### src/design/jse_pkg.sv
// shared types and byte constants for the json string escaper
`timescale 1ns / 1ps
`default_nettype none
package jse_pkg;

	localparam int QDEPTH = 4;
	localparam int QAW    = $clog2(QDEPTH);

	localparam logic [7:0] C_QUOTE  = 8'h22;
	localparam logic [7:0] C_BSLASH = 8'h5C;
	localparam logic [7:0] C_REPL0  = 8'hEF;
	localparam logic [7:0] C_REPL1  = 8'hBF;
	localparam logic [7:0] C_REPL2  = 8'hBD;
	localparam logic [7:0] C_LEAD2  = 8'hC2;
	localparam logic [7:0] C_LEAD3  = 8'hE0;
	localparam logic [7:0] C_LEAD4  = 8'hF0;
	localparam logic [7:0] C_BADLD  = 8'hF5;
	localparam logic [7:0] C_SURR   = 8'hED;
	localparam logic [7:0] C_MAXLD  = 8'hF4;
	localparam logic [7:0] C_LIM3   = 8'hA0;
	localparam logic [7:0] C_LIM4   = 8'h90;
	localparam logic [1:0] C_CONT   = 2'b10;

	// one item's output plan: open quote, passed bytes, replacements,
	// one escaped ascii byte, close quote, in that order
	typedef struct packed {
		logic            open;
		logic [2:0]      pass_n;
		logic [3:0][7:0] pass;
		logic [2:0]      repl_n;
		logic            asc_en;
		logic [6:0]      asc;
		logic            close;
	} desc_t;

endpackage
`default_nettype wire

### src/design/jse_front.sv
// front end: utf-8 state tracking and per-item output planning
`timescale 1ns / 1ps
`default_nettype none
module jse_front (
	input  wire              clk,
	input  wire              arst_n,
	input  wire              valid,
	output logic             ready,
	input  wire  [7:0]       data_byte,
	input  wire              first,
	input  wire              last,
	input  wire              no_byte,
	input  wire              q_full,
	output logic             push,
	output jse_pkg::desc_t   desc
);
	import jse_pkg::*;

	logic [2:0][7:0] hb_q;
	logic [2:0][7:0] hb_n;
	logic [1:0]      hc_q;
	logic [1:0]      hc_n;
	logic [2:0]      el_q;
	logic [2:0]      el_n;
	logic            ins_q;
	logic            open;
	logic [1:0]      k;
	logic [2:0]      el;
	logic            ok;
	logic            fresh;
	logic            acc;
	logic            nonempty;

	assign ready = !q_full;
	assign acc   = valid && ready;

	always_comb begin
		open  = first || !ins_q;
		k     = open ? 2'd0 : hc_q;
		el    = open ? 3'd0 : el_q;
		desc  = '0;
		desc.open  = open;
		desc.close = last;
		hb_n  = hb_q;
		hc_n  = k;
		el_n  = el;
		ok    = 1'b0;
		fresh = 1'b0;
		if (!no_byte) begin
			if (el != 3'd0 && k != 2'd0) begin
				ok = data_byte[7:6] == C_CONT;
				if (k == 2'd1) begin
					// tighter second-byte ranges for overlong, surrogate, too-large
					if (hb_q[0] == C_LEAD3 && data_byte < C_LIM3) ok = 1'b0;
					if (hb_q[0] == C_SURR && data_byte >= C_LIM3) ok = 1'b0;
					if (hb_q[0] == C_LEAD4 && data_byte < C_LIM4) ok = 1'b0;
					if (hb_q[0] == C_MAXLD && data_byte >= C_LIM4) ok = 1'b0;
				end
				if (ok) begin
					if ({1'b0, k} + 3'd1 >= el || k == 2'd3) begin
						desc.pass_n = {1'b0, k} + 3'd1;
						for (int j = 0; j < 3; j++) begin
							desc.pass[j] = hb_q[j];
						end
						desc.pass[k] = data_byte;
						hc_n = 2'd0;
						el_n = 3'd0;
					end else begin
						hb_n[k] = data_byte;
						hc_n    = k + 2'd1;
					end
				end else begin
					desc.repl_n = {1'b0, k};
					fresh       = 1'b1;
				end
			end else begin
				fresh = 1'b1;
			end
			if (fresh) begin
				hc_n = 2'd0;
				el_n = 3'd0;
				if (!data_byte[7]) begin
					desc.asc_en = 1'b1;
					desc.asc    = data_byte[6:0];
				end else if (data_byte < C_LEAD2 || data_byte >= C_BADLD) begin
					desc.repl_n = desc.repl_n + 3'd1;
				end else begin
					hb_n[0] = data_byte;
					hc_n    = 2'd1;
					el_n    = (data_byte < C_LEAD3) ? 3'd2 :
					          ((data_byte < C_LEAD4) ? 3'd3 : 3'd4);
				end
			end
		end
		// truncated sequence at end of string
		if (last) begin
			desc.repl_n = desc.repl_n + {1'b0, hc_n};
			hc_n = 2'd0;
			el_n = 3'd0;
		end
	end

	assign nonempty = desc.open || desc.close || desc.asc_en ||
	                  (desc.pass_n != 3'd0) || (desc.repl_n != 3'd0);
	assign push = acc && nonempty;

	always_ff @(posedge clk or negedge arst_n) begin
		if (!arst_n) begin
			hc_q  <= 2'd0;
			el_q  <= 3'd0;
			ins_q <= 1'b0;
		end else if (acc) begin
			hc_q  <= hc_n;
			el_q  <= el_n;
			ins_q <= !last;
		end
	end

	always_ff @(posedge clk) begin
		if (acc) begin
			hb_q <= hb_n;
		end
	end

endmodule
`default_nettype wire

### src/design/jse_queue.sv
// short queue of output plans between front and back
`timescale 1ns / 1ps
`default_nettype none
module jse_queue (
	input  wire              clk,
	input  wire              arst_n,
	input  wire              push,
	input  jse_pkg::desc_t   din,
	input  wire              pop,
	output jse_pkg::desc_t   dout,
	output logic             full,
	output logic             empty
);
	import jse_pkg::*;

	desc_t          mem [QDEPTH];
	logic [QAW-1:0] wr_q;
	logic [QAW-1:0] rd_q;
	logic [QAW:0]   cnt_q;
	logic           do_push;
	logic           do_pop;

	assign full    = cnt_q == (QAW+1)'(QDEPTH);
	assign empty   = cnt_q == '0;
	assign do_push = push && !full;
	assign do_pop  = pop && !empty;
	assign dout    = mem[rd_q];

	always_ff @(posedge clk) begin
		if (do_push) begin
			mem[wr_q] <= din;
		end
	end

	always_ff @(posedge clk or negedge arst_n) begin
		if (!arst_n) begin
			wr_q  <= '0;
			rd_q  <= '0;
			cnt_q <= '0;
		end else begin
			if (do_push) wr_q <= wr_q + 1'b1;
			if (do_pop) rd_q <= rd_q + 1'b1;
			if (do_push && !do_pop) cnt_q <= cnt_q + 1'b1;
			else if (do_pop && !do_push) cnt_q <= cnt_q - 1'b1;
		end
	end

endmodule
`default_nettype wire

### src/design/jse_back.sv
// back end: expands plans into output bytes, one word per cycle unless m_tready stalls it
`timescale 1ns / 1ps
`default_nettype none
module jse_back (
	input  wire              clk,
	input  wire              arst_n,
	input  jse_pkg::desc_t   head,
	input  wire              q_empty,
	output logic             pop,
	output logic             m_tvalid,
	input  wire              m_tready,
	output logic [7:0]       m_tdata,
	output logic             m_tlast,
	output logic             m_tuser
);
	import jse_pkg::*;

	typedef enum logic [4:0] {
		PH_OPEN  = 5'b00001,
		PH_PASS  = 5'b00010,
		PH_REPL  = 5'b00100,
		PH_ASC   = 5'b01000,
		PH_CLOSE = 5'b10000
	} ph_t;

	desc_t      cur_q;
	ph_t        phase_q;
	logic       active_q;
	logic [2:0] idx_q;
	logic [2:0] rep_q;
	logic [1:0] sub_q;

	logic       go;
	logic       fire;
	logic [4:0] ne_cur;
	logic [4:0] ne_head;
	logic [4:0] rest;
	logic [4:0] nxt;
	logic [4:0] head_ph;
	logic [4:0] ph_bits;
	logic [7:0] obyte;
	logic       pend;
	logic       send;
	logic       run_end;
	logic [7:0] named;
	logic [2:0] elen;
	logic [7:0] ebyte;
	logic [7:0] ab;

	function automatic logic [7:0] hex_digit(input logic [3:0] n);
		return (n < 4'd10) ? (8'h30 + {4'd0, n}) : (8'h57 + {4'd0, n});
	endfunction

	assign ne_cur  = {cur_q.close, cur_q.asc_en, cur_q.repl_n != 3'd0,
	                  cur_q.pass_n != 3'd0, cur_q.open};
	assign ne_head = {head.close, head.asc_en, head.repl_n != 3'd0,
	                  head.pass_n != 3'd0, head.open};
	assign head_ph = ne_head & (~ne_head + 5'd1);
	assign ph_bits = phase_q;
	// nonempty phases strictly after the current one, lowest first
	assign rest    = ne_cur & ~({ph_bits[3:0], 1'b0} - 5'd1);
	assign nxt     = rest & (~rest + 5'd1);

	// escape of the ascii byte
	always_comb begin
		ab = {1'b0, cur_q.asc};
		case (ab)
			8'h22:   named = 8'h22;
			8'h5C:   named = 8'h5C;
			8'h08:   named = 8'h62;
			8'h0C:   named = 8'h66;
			8'h0A:   named = 8'h6E;
			8'h0D:   named = 8'h72;
			8'h09:   named = 8'h74;
			default: named = 8'h00;
		endcase
		if (named != 8'h00) elen = 3'd2;
		else if (ab < 8'h20) elen = 3'd6;
		else elen = 3'd1;
		case (idx_q)
			3'd0:    ebyte = (elen == 3'd1) ? ab : C_BSLASH;
			3'd1:    ebyte = (elen == 3'd2) ? named : 8'h75;
			3'd2:    ebyte = 8'h30;
			3'd3:    ebyte = 8'h30;
			3'd4:    ebyte = hex_digit({3'd0, ab[4]});
			default: ebyte = hex_digit(ab[3:0]);
		endcase
	end

	always_comb begin
		obyte = C_QUOTE;
		pend  = 1'b1;
		send  = 1'b0;
		case (phase_q)
			PH_OPEN: begin
				obyte = C_QUOTE;
			end
			PH_PASS: begin
				obyte = cur_q.pass[idx_q[1:0]];
				pend  = idx_q == cur_q.pass_n - 3'd1;
			end
			PH_REPL: begin
				obyte = (sub_q == 2'd0) ? C_REPL0 : ((sub_q == 2'd1) ? C_REPL1 : C_REPL2);
				pend  = (sub_q == 2'd2) && (rep_q == cur_q.repl_n - 3'd1);
			end
			PH_ASC: begin
				obyte = ebyte;
				pend  = idx_q == elen - 3'd1;
			end
			PH_CLOSE: begin
				obyte = C_QUOTE;
				send  = 1'b1;
			end
			default: begin
				obyte = C_QUOTE;
			end
		endcase
	end

	assign go      = !m_tvalid || m_tready;
	assign fire    = go && active_q;
	assign run_end = pend && (nxt == 5'd0);
	assign pop     = (!active_q || (fire && run_end)) && !q_empty;

	always_ff @(posedge clk or negedge arst_n) begin
		if (!arst_n) begin
			m_tvalid <= 1'b0;
			active_q <= 1'b0;
			phase_q  <= PH_OPEN;
			idx_q    <= 3'd0;
			rep_q    <= 3'd0;
			sub_q    <= 2'd0;
		end else begin
			if (go) m_tvalid <= active_q;
			if (pop) begin
				active_q <= 1'b1;
				phase_q  <= ph_t'(head_ph);
				idx_q    <= 3'd0;
				rep_q    <= 3'd0;
				sub_q    <= 2'd0;
			end else if (fire) begin
				if (run_end) begin
					active_q <= 1'b0;
				end else if (pend) begin
					phase_q <= ph_t'(nxt);
					idx_q   <= 3'd0;
					rep_q   <= 3'd0;
					sub_q   <= 2'd0;
				end else if (phase_q == PH_REPL) begin
					if (sub_q == 2'd2) begin
						sub_q <= 2'd0;
						rep_q <= rep_q + 3'd1;
					end else begin
						sub_q <= sub_q + 2'd1;
					end
				end else begin
					idx_q <= idx_q + 3'd1;
				end
			end
		end
	end

	always_ff @(posedge clk) begin
		if (pop) cur_q <= head;
		if (fire) begin
			m_tdata <= obyte;
			m_tlast <= run_end;
			m_tuser <= send;
		end
	end

endmodule
`default_nettype wire

### src/design/json_string_escape_utf8_sanitize_unit.sv
// JSON string escaper with utf-8 sanitizing: top level
//
// Input stream s_*: one word per raw string byte. s_tdata is the byte,
// s_tlast marks the final item of a string (flush and closing quote),
// s_tuser[0] marks the first item (opening quote), s_tuser[1] marks an
// item that carries no byte. Output stream m_*: one word per byte of
// JSON text; m_tlast ends the words caused by one input item and m_tuser
// flags the closing quote.
// The front end takes one input word per cycle while its four-entry plan
// queue has room, so s_tready drops only when the queue is full. The back
// end emits one output byte per cycle unless m_tready stalls it; an item
// expands to 0 to 16 bytes, so with m_tready high the sustained input
// rate is one item per cycle for plain bytes and lower for items that
// expand to more bytes, set by the back end's single byte sequencer.
// From idle, an accepted word passes the queue, plan and output registers.
// Reset clears the utf-8 state, the queue and the output register; no
// string is open afterward. A stall on m_tready holds the output word and
// fills the queue, after which s_tready falls.
`timescale 1ns / 1ps
`default_nettype none
module json_string_escape_utf8_sanitize_unit (
	input  wire        clk,
	input  wire        arst_n,
	input  wire        s_tvalid,
	output logic       s_tready,
	input  wire  [7:0] s_tdata,   // data_byte
	input  wire        s_tlast,   // last
	input  wire  [1:0] s_tuser,   // first, no_byte
	output logic       m_tvalid,
	input  wire        m_tready,
	output logic [7:0] m_tdata,   // out_byte
	output logic       m_tlast,   // run_last
	output logic       m_tuser    // string_end
);
	import jse_pkg::*;

	desc_t push_desc;
	desc_t head_desc;
	logic  push;
	logic  pop;
	logic  q_full;
	logic  q_empty;

	jse_front u_front (
		.clk       (clk),
		.arst_n    (arst_n),
		.valid     (s_tvalid),
		.ready     (s_tready),
		.data_byte (s_tdata),
		.first     (s_tuser[0]),
		.last      (s_tlast),
		.no_byte   (s_tuser[1]),
		.q_full    (q_full),
		.push      (push),
		.desc      (push_desc)
	);

	jse_queue u_queue (
		.clk    (clk),
		.arst_n (arst_n),
		.push   (push),
		.din    (push_desc),
		.pop    (pop),
		.dout   (head_desc),
		.full   (q_full),
		.empty  (q_empty)
	);

	jse_back u_back (
		.clk      (clk),
		.arst_n   (arst_n),
		.head     (head_desc),
		.q_empty  (q_empty),
		.pop      (pop),
		.m_tvalid (m_tvalid),
		.m_tready (m_tready),
		.m_tdata  (m_tdata),
		.m_tlast  (m_tlast),
		.m_tuser  (m_tuser)
	);

endmodule
`default_nettype wire

### config.mk
export PLATFORM = sky130hd
export DESIGN_NAME = json_string_escape_utf8_sanitize_unit
export DESIGN_NICKNAME = d
export VERILOG_FILES = /design/src/design/jse_pkg.sv /design/src/design/jse_front.sv /design/src/design/jse_queue.sv /design/src/design/jse_back.sv /design/src/design/json_string_escape_utf8_sanitize_unit.sv
export SDC_FILE = /design/constraint.sdc
export NUM_CORES = 1
export LEC_CHECK = 0
export ABC_CLOCK_PERIOD_IN_PS = 5150
export CAP_MARGIN = 30
export CORE_MARGIN = 3
export CORE_UTILIZATION = 64
export DETAILED_ROUTE_END_ITERATION = 10
export DONT_BUFFER_PORTS = 1
export HOLD_SLACK_MARGIN = 0.02
export MAX_ROUTING_LAYER = met4
export PLACE_DENSITY = 0.92
export SYNTH_ARGS = -nofsm -noshare
export SYNTH_HDL_FRONTEND = slang
export SYNTH_SLANG_ARGS = --single-unit
### constraint.sdc
create_clock -name clk -period 5.15 [get_ports clk]
set_clock_uncertainty 0.05 [all_clocks]
set_input_delay 0.2575 -clock clk [delete_from_list [all_inputs] [get_ports clk]]
set_output_delay 0.2575 -clock clk [all_outputs]
set_load 0.05 [all_outputs]
==> summary.md, run 1 <==
| Metric | Value |
|---|---|
| Status | complete, no violations |
| Synth cell types | 84 |
| Critical Path Start | u_front.ins_q |
| CTS tree | built |
| Avg Cell Area, Syn | 16.2 um2 |
| First-pass GRT wire length | 45100 um |
| Critical path data required time | 5.52 ns |
| Worst path cell trace | nor2b_4 > and2_2 > inv_1 > ha_1 > or3_4 > nor3_1 > ha_1 > or4_1 > o2111a_1 > a211oi_2 > inv_2 > ha_1 > inv_1 > fa_1 > mux2_2 |
| Area Overhead vs Synth | 10.1% |
| CTS max path bufs | 3 |
| Final Hold Violating Endpoints | 0 |
| FFs w/ async S/R, synth | 0.0930 |
| Synth Area in Compound Gates | 0.0593 |
| Post-Synthesis Cells | 829 |
| I/O pins | 27 |
| Post-synthesis sequential area ratio | 0.663 |
| R2R depth | 15 |
| #FFs+latches synth | 301 |
| Top post-synthesis cells by area | edfxtp_1 (61%), mux4_2 (9.4%), dfrtp_1 (5.0%) |
| HPWL after DPL | 17700 um |
| Biggest area consumer among synthesized cells | edfxtp_1 |
| Core Box Area | 0.0204 mm2 |
| Synth Area in Adders | 0.0319 |
| Global Route Usage Sum | 0.274 |
| Max Clk Rate | 207 MHz |
| Worst-Skew Late Latency | 0.55 ns |
| 1st-iter DRT viols | 582 |
| Clock-pin slew on the worst setup and hold paths | 0.07 ns |
| Routed len/inst | 25.3 um |
| Met3 usage | 0.0467 |
| Die area | 0.0228 mm2 |
| Fin Setup TNS | 0 ns |
| Site Rows | 52 |
| Layout cells sized above 1 | 0.199 |
| Vias in the first global route | 7636 |
| Post-synth EDFFs | 273 |
| Overall die height | 151 um |
| Unrepaired setup endpoints after global routing | no |
| Fin crit share | 0.937 |
| Hold WC Path Type | input pin to register |
| Slew Viols, Final | 0 |
| RePlAce Congestion | 0.872 |
| Number of synthesis warnings | 0 |
| Post-CTS Setup Bufs | 0 |
| Most used cell along the critical path | ha_1 |
| Met2 usage | 0.436 |
| TritonCTS Buffers | 29 |
| CP Max Fanout | 9 |
| Reg2Reg Launch Point | u_front.ins_q |
| WS Path Type | register to register |
| Post-DRT Antenna Nets | 0 |
| Synth top area share | 0.611 |
| # diodes | 0 |
| Initial cell density of the core | 0.657 |
| Worst Setup End Kind | register |
| Largest family of logic cells by synthesized area | multiplexers |
| Grt peak-use layer | met2 |
| Core Util, Final | 0.724 |
| Worst path slowest cell | or4_1 |
| PortBufs | 0 |
| Via count | 7565 |
| Post-Syn Area | 0.0134 mm2 |
| Startpoint Class | register |
| DP Cell Count | 1073 |
| Simple-gate share of the synthesized area | 0.0876 |
| Post-synthesis mux area share | 0.125 |
| Post-Layout Cell Count | 1143 |
| H-tree levels | 1 |
| Arr. time, crit path | 5.20 ns |
| Slew @ Worst Pin | 1.13 ns |
| TritonRoute pass-1 iters | 5 |
| CP peak stage delay | 0.52 ns |
| Nets | 899 |
| Clk sink count | 301 |
| Pleak | 5.02 nW |
| # Max-Cap Violations | 0 |
| Setup violators final | 0 |
| Rel. slew slack | 0.237 |
| Max IR drop VDD | 374 uV |
| Dominant synthesized flop cell | edfxtp_1 |
| Largest net degree at the start of global routing | 49 |
| HP Start | m_tready |
| Via-to-Cell Ratio | 6.62 |
| Pwr dens | 570 mW/mm2 |
| Initial antenna violation count | 0 |
| Total power | 8.43 mW |
| DRC Markers | 0 |
| Hold depth | 2 |
| Hold slack | 0.0356 ns |
| Tmin final | 4.83 ns |
| Final wirelength | 28900 um |
| Grt met1 use | 0.367 |
| Gr ovfl total | 0 |
| CTS root buf | clkbuf_16 |
| Floorplan die width | 151 um |
| Post-Synth XOR/XNOR Area | 0.0104 |
==> kinds of logic (layout without fill, tap and decap cells) <==
family,after synthesis,after routing
other,1,4
XOR/XNOR,16,16
buffers and inverters,73,114
AO/OA/AOI/OAI,108,108
AND/OR/NAND/NOR,203,203
adder cells (fa/ha/maj),33,33
multiplexers,94,94
flip-flops,301,301
==> stage by stage <==
stage | setup slack [ns] | cell area [um2]
after floorplan | 0.608 | 13400
after global placement | 0.573 | 13700
after detailed placement | 0.428 | 13700
after CTS | 0.338 | 14800
after global routing | 0.0729 | 14800
final | 0.323 | 14800
==> Yosys cell counts, types with 6 or more instances <==
cell	number
xor2_1	9
mux2i_1	10
o31ai_1	6
nand2b_1	12
ha_1	31
mux4_2	56
dfrtp_1	27
and2_1	19
edfxtp_1	273
buf_2	10
and2_2	6
nor3_1	16
xnor2_1	7
a211oi_1	8
nand3_1	8
nor3b_1	6
o21ai_0	18
nor2b_1	21
inv_1	27
a21oi_1	22
nand2_1	38
nor2_1	35
nand4_1	8
clkbuf_1	22
mux2_2	26
==> placed cells by master, fill, tap and decap left out, types with 11 or more instances in the layout <==
master           n
a21oi_1         22
and2_1          19
buf_4           11
clkbuf_16       29
dfrtp_1         25
dlygate4sd3_1   16
edfxtp_1       273
ha_1            31
inv_1           27
mux2_2          26
mux4_2          56
nand2_1         38
nand2b_1        12
nor2_1          35
nor2b_1         21
nor3_1          16
o21ai_0         18
==> power by group <==
part / total (mW) / leakage [nW] / switching [mW] / internal (mW)
sequential: 4.11 / 2.83 / 0.597 / 3.51
clock: 1.98 / 0.425 / 0.894 / 1.09
combinational: 2.33 / 1.77 / 1.30 / 1.04
total: 8.43 / 5.02 / 2.79 / 5.64
==> flip-flops by register name, summed over array words and instances, names as in the netlist, 3 cells and up <==
name,count
u_queue.mem,192
u_back.cur_q,40
u_front.hb_q,24
u_back.m_tdata,8
u_back.ab,7
u_back.ph_bits,5
u_back.idx_q,3
u_back.rep_q,3
u_front.el_q,3
u_queue.cnt_q,3
==> worst paths after layout <==
kind | slack [ns] | to
setup reg to reg | 0.32 | u_queue.cnt_q[1]
max in group asynchronous | 4.66 | u_back.ph_bits[0]
min in group asynchronous | 0.16 | u_back.active_q
setup / recovery | 0.32 | u_queue.cnt_q[1]
hold reg to reg | 0.45 | u_front.ins_q
hold / removal | 0.04 | u_back.m_tvalid
==> final cells by class <==
type                            count  area [um2]
Sequential cell                   301        8900
Inverter                           31         116
Timing Repair Buffer               30         303
Tap cell                          270         338
Fill cell                        1215        5640
Clock inverter                     20         145
Clock buffer                       33         741
Multi-Input combinational cell    458        4240
==> per-layer routing <==
metal	vias to the layer above	routed length (um)
met5	-	0
met4	0	962
met3	72	1960
met2	383	14600
met1	3818	11300
li1	3292	-
==> worst max-delay path, delay by kind of cell, from the launching register on <==
kind            cells  cell delay, ns
flops               1            0.35
compound gates      2            0.55
fa+ha+maj           4            1.35
simple gates        5            1.78
buf+inv             3            0.31
mux                 1            0.30
==> what timing repair did <==
action | CTS | global route
resized for setup | 0 | 0
hold buffers | 17 | 0
hold endpoints to repair | 121 | 0
(Power assumes the default switching activity.)
==> inputs of run 2 (changes only) <==
--- a/config.mk
+++ b/config.mk
@@ -11,6 +11,7 @@
 export CORE_UTILIZATION = 64
 export DETAILED_ROUTE_END_ITERATION = 10
 export DONT_BUFFER_PORTS = 1
+export GPL_TIMING_DRIVEN = 0
 export HOLD_SLACK_MARGIN = 0.02
 export MAX_ROUTING_LAYER = met4
 export PLACE_DENSITY = 0.92
==> summary.md, run 2 (synthesized netlist as in run 1, its figures left out) <==
| Metric | Value |
|---|---|
| CTS tree | built |
| Rel. slew slack | 0.339 (+0.103) |
| Global Route Usage Sum | 0.293 (+0.0194) |
| CTS root buf | clkbuf_16 |
| Post-Layout Cell Count | 1173 (+2.6%) |
| Via-to-Cell Ratio | 6.75 (+2.0%) |
| Unrepaired setup endpoints after global routing | no |
| Arr. time, crit path | 5.25 ns (+0.05 ns) |
| Tmin final | 4.87 ns (+0.0400 ns) |
| Initial cell density of the core | 0.657 (unchanged) |
| Layout cells sized above 1 | 0.202 (+0.00246) |
| # Max-Cap Violations | 0 (unchanged) |
| I/O pins | 27 (unchanged) |
| Total power | 8.86 mW (+5.1%) |
| Vias in the first global route | 8024 (+5.1%) |
| Max IR drop VDD | 322 uV (-14%) |
| Critical path data required time | 5.53 ns (about the same) |
| CTS max path bufs | 3 (unchanged) |
| DP Worst Slack | -0.108 ns (-0.536 ns) |
| Hold slack | 0.0491 ns (+0.0135 ns) |
| RePlAce Congestion | 0.901 (+3.3%) |
| Net load switching power | 2.91 mW (+4.3%) |
| Pwr dens | 589 mW/mm2 (+3.4%) |
| Post-CTS Setup Bufs | 0 (unchanged) |
| DP Cell Count | 1109 (+3.4%) |
| Nets | 929 (+3.3%) |
| Slew @ Worst Pin | 0.978 ns (-0.152 ns) |
| Max Clk Rate | 205 MHz (-0.82%) |
| Area Overhead vs Synth | 11.9% |
| Slew Viols, Final | 0 (unchanged) |
| Core Box Area | 0.0204 mm2 (unchanged) |
| PortBufs | 0 (unchanged) |
| DRC Markers | 0 (unchanged) |
| TritonCTS Buffers | 29 (unchanged) |
| Gr ovfl total | 0 (unchanged) |
| Final Hold Violating Endpoints | 0 (unchanged) |
| Hold WC Path Type | input pin to register |
| Worst Setup End Kind | register |
| Core Util, Final | 0.736 (+0.0119) |
| Commonest cells after routing, fill and taps aside | edfxtp_1 (273), mux4_2 (56), nand2_1 (38) |
| Status | complete, no violations |
| Post-DRT Antenna Nets | 0 (unchanged) |
| Via count | 7921 (+4.7%) |
| Largest register by flop count | u_queue.mem |
| Clock-pin slew on the worst setup and hold paths | 0.06 ns (about the same) |
| Commonest non-fill, non-tap cell in the layout | edfxtp_1 |
| Clk sink count | 301 (unchanged) |
| Max reg flops | 192 (unchanged) |
| Sw frac | 0.328 (-0.00230) |
| Fin crit share | 0.945 (+0.00777) |
| Clock power frac | 0.251 (+0.016) |
| Floorplan die width | 151 um (unchanged) |
| Initial antenna violation count | 1 (+1) |
| Overall die height | 151 um (unchanged) |
| TritonRoute pass-1 iters | 7 (+2) |
| 1st-iter DRT viols | 868 (+49%) |
| Sequential share of power | 0.441 (-0.047) |
| First-pass GRT wire length | 48600 um (+7.7%) |
| Startpoint Class | register |
| Setup violators final | 0 (unchanged) |
| H-tree levels | 1 (unchanged) |
| Fin worst setup slack | 0.283 ns (-0.0400 ns) |
| Site Rows | 52 (unchanged) |
| WS Path Type | register to register |
| Largest regs | u_queue.mem (192), u_back.cur_q (40), u_front.hb_q (24) |
| Pleak | 5.13 nW (+2.1%) |
| HPWL after DPL | 19500 um (+10%) |
| Routed len/inst | 26.8 um (+5.9%) |
| Worst-Skew Late Latency | 0.54 ns (about the same) |
| Int Pwr | 5.95 mW (+5.4%) |
| Die area | 0.0228 mm2 (unchanged) |
| Comb power frac | 0.308 (+0.031) |
| CP Max Fanout | 9 (unchanged) |
| Largest net degree at the start of global routing | 44 (-10%) |
| Final wirelength | 31400 um (+8.7%) |
## run 2: final cells by class
cell class / count / area [um2]
buffer: 41 / 180
fill: 1128 / 5400
antenna: 1 / 2.50
tap: 270 / 338
multi-input combinational: 458 / 4250
clock buffer: 34 / 744
inverter: 31 / 116
clock inverter: 18 / 238
timing repair buffer: 19 / 258
sequential: 301 / 8900
## run 2: timing repair
item | in CTS | in global routing
resized for setup | 1 | 2
endpoints found under the hold margin | 88 | 0
endpoints found under the setup margin | 108 | 108
cloned | 0 | 0
hold buffers | 11 | 0
## run 2: final timing paths
check                                 from                 to  slack, ns  depth (start not counted)
max                          u_front.ins_q   u_queue.cnt_q[1]       0.28                         17
min                               m_tready    u_back.m_tvalid       0.05                          2
max reg2reg                  u_front.ins_q   u_queue.cnt_q[1]       0.28                         17
min reg2reg                u_front.hc_q[1]    u_front.hc_q[1]       0.44                          2
max in group asynchronous           arst_n  u_back.ph_bits[0]       4.70                          2
min in group asynchronous           arst_n    u_back.rep_q[0]       0.10                          2
## run 2: through the flow
| step | setup TNS, ns | instance area [um2] |
|---|---|---|
| final | 0 | 15000 |
| after global routing | 0 | 15000 |
| after CTS | 0 | 15000 |
| after detailed placement | -2.97 | 13900 |
| after global placement | -12.50 | 13800 |
| after floorplan | 0 | 13400 |
## run 2: metal layers
metal  GRT usage  part of all wire
met1       0.396              0.39
met2       0.482              0.51
met3      0.0416             0.076
met4      0.0762             0.025
met5           -                 0
## run 2: worst max-delay path, stage by stage, from the launching register on
cell and delay (ns):
dfrtp_1 0.34, nor2b_4 0.20, and2_2 0.26, ha_2 0.37, nand4_1 0.13, nor2_1 0.13, o221ai_2 0.20, nor3b_1 0.24
nor3_1 0.30, ha_1 0.29, or4_1 0.53, o2111a_1 0.25, a211oi_2 0.34, inv_2 0.14, ha_1 0.23, inv_1 0.07
fa_1 0.40, mux2_2 0.26
## run 2: power by group through the flow
| stage | clock, mW | combinational, mW | sequential, mW |
|---|---|---|---|
| floorplan | 0 | 1.90 | 3.81 |
| CTS | 2.23 | 2.70 | 3.90 |
| finish | 2.22 | 2.73 | 3.90 |
| global route | 2.33 | 2.92 | 3.95 |
| detailed placement | 0 | 2.63 | 3.92 |
| global placement | 0 | 2.43 | 3.86 |
==> inputs of run 3 (changes only) <==
--- a/config.mk
+++ b/config.mk
@@ -7,14 +7,14 @@
 export LEC_CHECK = 0
 export ABC_CLOCK_PERIOD_IN_PS = 5150
 export CAP_MARGIN = 30
-export CORE_MARGIN = 3
-export CORE_UTILIZATION = 64
+export CORE_MARGIN = 8
+export CORE_UTILIZATION = 41
 export DETAILED_ROUTE_END_ITERATION = 10
 export DONT_BUFFER_PORTS = 1
 export GPL_TIMING_DRIVEN = 0
 export HOLD_SLACK_MARGIN = 0.02
 export MAX_ROUTING_LAYER = met4
-export PLACE_DENSITY = 0.92
+export PLACE_DENSITY = 0.67
 export SYNTH_ARGS = -nofsm -noshare
 export SYNTH_HDL_FRONTEND = slang
 export SYNTH_SLANG_ARGS = --single-unit
==> summary.md, run 3 (synthesized netlist as in run 1, its figures left out) <==
| Metric | Value |
|---|---|
| Nets | 937 (+0.86%) |
| RePlAce Congestion | 0.890 (-1.2%) |
| Crit path max-delay family | simple AND/OR/NAND/NOR gates |
| Core Box Area | 0.0324 mm2 (+58%) |
| Via count | 7347 (-7.2%) |
| Worst-Skew Late Latency | 0.52 ns (-0.02 ns) |
| CP peak stage delay | 0.52 ns (about the same) |
| Global Route Usage Sum | 0.151 (-0.142) |
| I/O pins | 27 (unchanged) |
| Largest regs | u_queue.mem (192), u_back.cur_q (40), u_front.hb_q (24) |
| Hold WC Path Type | input pin to register |
| Worst path slowest cell | or4_1 |
| Layout cells sized above 1 | 0.209 (+0.00679) |
| Multi-input gate area | 0.00425 mm2 (about the same) |
| Rel. slew slack | 0.359 (+0.0198) |
| Arr. time, crit path | 5.16 ns (-0.09 ns) |
| Initial antenna violation count | 0 (-1) |
| Gr ovfl total | 0 (unchanged) |
| Routed len/inst | 20.6 um (-23%) |
| Commonest non-fill, non-tap cell in the layout | edfxtp_1 |
| Register area | 0.00890 mm2 (unchanged) |
| Initial cell density of the core | 0.415 (-0.242) |
| WS Path Type | register to register |
| Via-to-Cell Ratio | 5.43 (-20%) |
| DRC Markers | 0 (unchanged) |
| TritonRoute pass-1 iters | 6 (-1) |
| First-pass GRT wire length | 44400 um (-8.6%) |
| H-tree levels | 2 (+1) |
| # Max-Cap Violations | 0 (unchanged) |
| Final Hold Violating Endpoints | 0 (unchanged) |
| Final wirelength | 27900 um (-11%) |
| CTS root buf | clkbuf_16 |
| CTS tree | built |
| Die area | 0.0388 mm2 (+70%) |
| Status | complete, no violations |
| Max Clk Rate | 208 MHz (+1.1%) |
| Floorplan die width | 197 um (+31%) |
| Clk sink count | 301 (unchanged) |
| Total power | 8.81 mW (-0.57%) |
| CTS max path bufs | 3 (unchanged) |
| CP Max Fanout | 9 (unchanged) |
| Startpoint Class | register |
| Setup violators final | 0 (unchanged) |
| Worst Setup End Kind | register |
| Vias in the first global route | 7602 (-5.3%) |
| Tmin final | 4.81 ns (-0.0552 ns) |
| PortBufs | 0 (unchanged) |
| Site Rows | 66 (+27%) |
| Filler Cell Count | 2823 (+150%) |
| # diodes | 0 (-1) |
| Buffer and inverter count on the worst path | 2 (unchanged) |
| Fin Setup TNS | 0 ns (unchanged) |
| Largest net degree at the start of global routing | 43 (-2.3%) |
| Fin crit share | 0.934 (-0.0107) |
| Overall die height | 197 um (+31%) |
| Area Overhead vs Synth | 14.4% |
| Max IR drop VDD | 282 uV (-13%) |
| Critical path data required time | 5.50 ns (-0.03 ns) |
| Pwr dens | 573 mW/mm2 (-2.8%) |
| Clock-pin slew on the worst setup and hold paths | 0.06 ns (about the same) |
| Core Util, Final | 0.475 (-0.261) |
| Max reg flops | 192 (unchanged) |
| Most used cell along the critical path | ha_1 |
| Pleak | 5.19 nW (+1.2%) |
| Slew Viols, Final | 0 (unchanged) |
| Commonest cells after routing, fill and taps aside | edfxtp_1 (273), mux4_2 (56), nand2_1 (38) |
| Worst path cell trace | nor2b_4 > and2_2 > ha_2 > nand4_1 > nor2_1 > o221ai_2 > nor3b_1 > nor3_1 > ha_1 > or4_1 > o2111a_1 > a211oi_2 > inv_2 > ha_1 > inv_1 > fa_1 > mux2_2 |
| Unrepaired setup endpoints after global routing | no |
| Post-DRT Antenna Nets | 0 (unchanged) |
| TritonCTS Buffers | 34 (+17%) |
| Largest register by flop count | u_queue.mem |
| Slew @ Worst Pin | 0.958 ns (-0.0204 ns) |
| 1st-iter DRT viols | 547 (-37%) |
| HPWL after DPL | 18700 um (-4.1%) |
run 3: changes by cell type in the layout (fill, tap and decap cells not counted), sizes merged:
cell / before / now
clkinv: 12 / 8
inv: 30 / 32
dlygate4sd3: 10 / 9
diode: 1 / 0
clkbuf: 57 / 70
buf: 27 / 30
bufinv: 6 / 2
run 3: power breakdown:
group | total, mW | switching [mW] | internal (mW)
Clock | 2.30 | 0.937 | 1.36
Combinational | 2.67 | 1.53 | 1.14
Sequential | 3.84 | 0.339 | 3.50
run 3: final timing paths:
kind,slack [ns],end,cells past startpoint,from
worst max-delay path,0.34,u_queue.cnt_q[1],17,u_front.ins_q
worst min-delay path,0.05,u_front.hc_q[0],3,s_tuser[1]
worst max register to register,0.34,u_queue.cnt_q[1],17,u_front.ins_q
worst min register to register,0.44,u_front.ins_q,2,u_front.ins_q
max in group asynchronous,4.66,u_back.ph_bits[0],2,arst_n
min in group asynchronous,0.13,u_front.hc_q[1],2,arst_n
run 3: final cells by class:
cell class / count / area share
flip-flops and latches: 301 / 0.579
multi-input cells: 458 / 0.277
clock buffers: 46 / 0.0597
well taps: 442 / 0.0360
repair buffers: 22 / 0.0203
plain buffers: 41 / 0.0117
clock inverters: 12 / 0.00879
inverters: 31 / 0.00757
run 3: repair_timing:
item	in CTS	in global routing
hold buffers	10	0
gates resized for setup	1	3
endpoints found under the setup margin	78	78
endpoints found under the hold margin	88	0
setup buffers	0	0
run 3: worst register-to-register path, stage by stage (launching register included):
cell and delay (ns):
dfrtp_1 0.34, nor2b_4 0.22, and2_2 0.25, ha_2 0.38, nand4_1 0.13, nor2_1 0.13, o221ai_2 0.20, nor3b_1 0.24
nor3_1 0.28, ha_1 0.28, or4_1 0.52, o2111a_1 0.26, a211oi_2 0.32, inv_2 0.12, ha_1 0.23, inv_1 0.07
fa_1 0.40, mux2_2 0.27
run 3: per-layer routing:
metal / up-vias / wire [um] / track usage / share of wire
li1: 3371 / - / - / -
met1: 3754 / 12200 / 0.192 / 0.44
met2: 188 / 14000 / 0.251 / 0.50
met3: 34 / 1300 / 0.0254 / 0.047
met4: 0 / 388 / 0.0390 / 0.014
met5: - / 0 / - / 0
run 3: per-stage QoR:
step           area, um2  hold slack [ns]  std cells  setup slack (ns)
2_1_floorplan      13400          -0.0881        832             0.608
3_3_place_gp       14000          -0.0868       1274            -0.210
3_5_place_dp       14200          -0.0869       1285            -0.252
4_1_cts            15300           0.0423       1352            0.0255
5_1_grt            15400           0.0955       1353            0.0602
6_report           15400           0.0486       1353             0.338
